===== config.mk =====
export PLATFORM = sky130hd
export DESIGN_NAME = frt_ram
export DESIGN_NICKNAME = d
export VERILOG_FILES = /design/src/frt_ram.sv
export SDC_FILE = /design/constraint.sdc
export NUM_CORES = 2
export LEC_CHECK = 0
export BUFFER_PORTS_ARGS = -buffer_cell sky130_fd_sc_hd__buf_4
export CORE_MARGIN = 1
export CORE_UTILIZATION = 45
export DETAILED_ROUTE_END_ITERATION = 8
export GPL_TIMING_DRIVEN = 0
export PLACE_DENSITY_LB_ADDON = 0.2
export RECOVER_POWER = 25
export SLEW_MARGIN = 20
export SYNTH_ARGS = -nofsm -noshare
export SYNTH_HDL_FRONTEND = slang
export SYNTH_SLANG_ARGS = --single-unit

===== constraint.sdc =====
create_clock -name clk -period 2.7 [get_ports clk]
set_input_delay 0.27 -clock clk [delete_from_list [all_inputs] [get_ports clk]]
set_output_delay 0.27 -clock clk [all_outputs]
set_load 0.05 [all_outputs]

===== src/frt_ram.sv =====
module frt_ram #(
  parameter int Width = 8,
  parameter int Depth = 256
) (
  input  logic                     clk,
  input  logic                     we,
  input  logic [$clog2(Depth)-1:0] waddr,
  input  logic [Width-1:0]         wdata,
  input  logic [$clog2(Depth)-1:0] raddr,
  output logic [Width-1:0]         rdata
);
  logic [Width-1:0] mem [Depth];

  always_ff @(posedge clk) begin
    if (we) begin
      mem[waddr] <= wdata;
    end
    rdata <= mem[raddr];
  end
endmodule


==> impl_metrics.tcl <==
set metrics [dict create \
    status "finished with violations" \
    violations "DRC, capacitance limit, slew limit, setup timing" \
    cts_max_path_buffers 3 \
    dieArea_um2 178000 \
    setup_ws_ns -0.261 \
    pre_cts_ws_ns -2.17 \
    yosys.area.top_type "edfxtp_1" \
    synth_common_cells "edfxtp_1 (2048), mux4_2 (454), nor2_1 (282)" \
    worst_pin_slew_ns 2.32 \
    maxCapViolations 7 \
    netlist_area_um2 79600 \
    critPathMaxFanout 10 \
    gp_congestion 0.948 \
    ys_ff_latch 2056 \
    first_pass_iters 9 \
    required_ns 3.38 \
    finalNetCount 4035 \
    layout_min_cycle_time_ns 2.96 \
    crit_type "input port to flip-flop" \
    die_y_um 422 \
    p_per_area_nw_per_um2 734 \
    final_area_um2 90500 \
    yosysMostFrequentCell "edfxtp_1" \
    wl_per_cell_um 37.8 \
    die_w_um 422 \
    grt_pass1_wl_um 334000 \
    num_rows 153 \
    maxSlewViolCount 456 \
    max-slew-margin-rel_pct -54.9 \
    htreeDepth 4 \
    cp-start-kind "input port" \
    antenna_found_initial 13 \
    place_area_um2 83700 \
    hold_path_class "input port to flip-flop" \
    synth_top_area_share_pct 77.3 \
    final_core_util_pct 51.8 \
    finalWirelength_um 246000 \
    clk_pin_slew_ns 0.06 \
    ys_types 55 \
    synth_fp_nets 3759 \
    route.detailed.drc 2 \
    insertion_delay_ns 0.85 \
    power_w 0.0664 \
    synth_ff_type "edfxtp_1" \
    num_vias 41700 \
    fin_skew_ns 0.0303 \
    syn_inst 3733 \
    grt_overflow_total 0 \
    yosys_warnings 0 \
    syn2layout_area_growth_pct 13.8 \
    cts_tree "yes" \
    initial_utilization_pct 45.5 \
    cts_made_buffers 201 \
    grt_pass1_vias 40200 \
    drtAntennaViolNets 0 \
    synth_edf_count 2048 \
    power.leakage_nw 27.9 \
    period_share_pct 110 \
    finalSetupViolCount 49 \
    max_freq_ghz 0.338 \
    vdd_drop_max_mv 0.606 \
    drive_gt1_share_pct 24.9 \
    critPathArrivalTime_ns 3.64 \
    grt_max_degree 125 \
    core-area_um2 175000 \
    cts_sinks 2056 \
    avgSynthCellArea_um2 21.3 \
    grtUsageTotal_pct 27.6 \
    endpoint_kind "flip-flop" \
    dpl.hpwl_um 168000 \
    hold_slack_ns 0.321 \
    via_per_inst 6.40 \
    io_buffers 26 \
    synth_area_leaders "edfxtp_1 (77%), mux4_2 (13%), mux2i_1 (1.7%)" \
    drt_iter0_markers 6729 \
    ioPinCount 34 \
    clock-root-buffer "clkbuf_16" \
    async_flop_share_pct 0 \
    synth_seq_area_share_pct 77.5 \
    hold_viol 0 \
]
==> where the power goes <==
group          leakage (nW)  total, W  switching [W]  internal (W)
Clock                  3.08    0.0271         0.0122        0.0149
Sequential             18.5    0.0352      0.0000217        0.0352
Combinational          6.38   0.00409        0.00283       0.00126
Total                  27.9    0.0664         0.0150        0.0514
==> placed cells by master, fill, tap and decap left out, types with 28 or more instances in the layout <==
cell type and instances:
buf_2 32, clkinv_1 45, nor2b_1 30, clkinv_2 47
clkbuf_2 62, o22ai_1 28, mux4_2 454, clkbuf_16 203
clkbuf_1 102, a21oi_1 89, buf_4 58, o221ai_1 46
nor2_1 275, edfxtp_1 2048, a22oi_1 133, nand3_1 33
mux2i_1 134, nand2_1 33
==> cell families (layout without fill, tap and decap cells) <==
group	count (synthesis)	after routing	share of synthesized area, %
flops	2056	2056	77.5
compound gates	385	385	3.42
other cells	0	12	0
buf+inv	235	680	1.83
simple gates	466	466	2.63
mux	591	591	14.6
==> cell type report <==
cell class,instances,area [um2]
tap,2325,2910
inverter,2,7.51
sequential,2056,61700
antenna,12,30.0
clock buffer,257,5320
timing repair buffer,74,1130
multi-input combinational,1442,16900
clock inverter,115,913
buffer,232,1590
fill,13700,84300
==> final timing paths <==
kind / cells past startpoint / endpoint / start / slack [ns]
worst max-delay path: 8 / rdata[3] / raddr[3] / -0.26
worst min register to register: 6 / rdata[5] / mem[32][5] / 1.26
worst min-delay path: 3 / mem[197][3] / waddr[6] / 0.32
worst max register to register: 6 / rdata[5] / mem[27][5] / 0.01
==> per-stage QoR <==
stage          TNS (ns)  instances
2_1_floorplan         0       3733
3_3_place_gp   -1598.08       6084
3_5_place_dp    -644.13       6121
4_1_cts         -0.0502       6503
5_1_grt         -0.0390       6509
6_report          -2.74       6515
==> sequential cells by signal, indices dropped and copies added, names as in the netlist <==
register and cells:
rdata 8, mem 2048
==> metal layers <==
layer  vias to the layer above  track usage [%]  share of wire (%)
li1                      16300                -                  -
met2                      2617             41.4                 46
met3                       429             7.13                 11
met4                         0             10.2                3.9
met1                     22300             38.9                 39
met5                         -                0                  0
==> timing repair <==
| item | 4_1_cts | 5_1_grt |
|---|---|---|
| hold buffers | 8 | 0 |
| setup endpoints to repair | 8 | 16 |
| gates resized for setup | 116 | 24 |
| hold endpoints to repair | 506 | 0 |
| pin swaps | 2 | 2 |
| buffers inserted | 3 | 0 |
==> worst max-delay path, cell delays in order <==
cell and delay [ns]:
buf_4 0.11, buf_2 0.45, and2_1 0.68, clkbuf_2 0.57
a22oi_1 0.21, a21oi_1 0.60, nor4_4 0.17, nor4_2 0.53
Note: power is estimated with default switching activity, not from simulation.
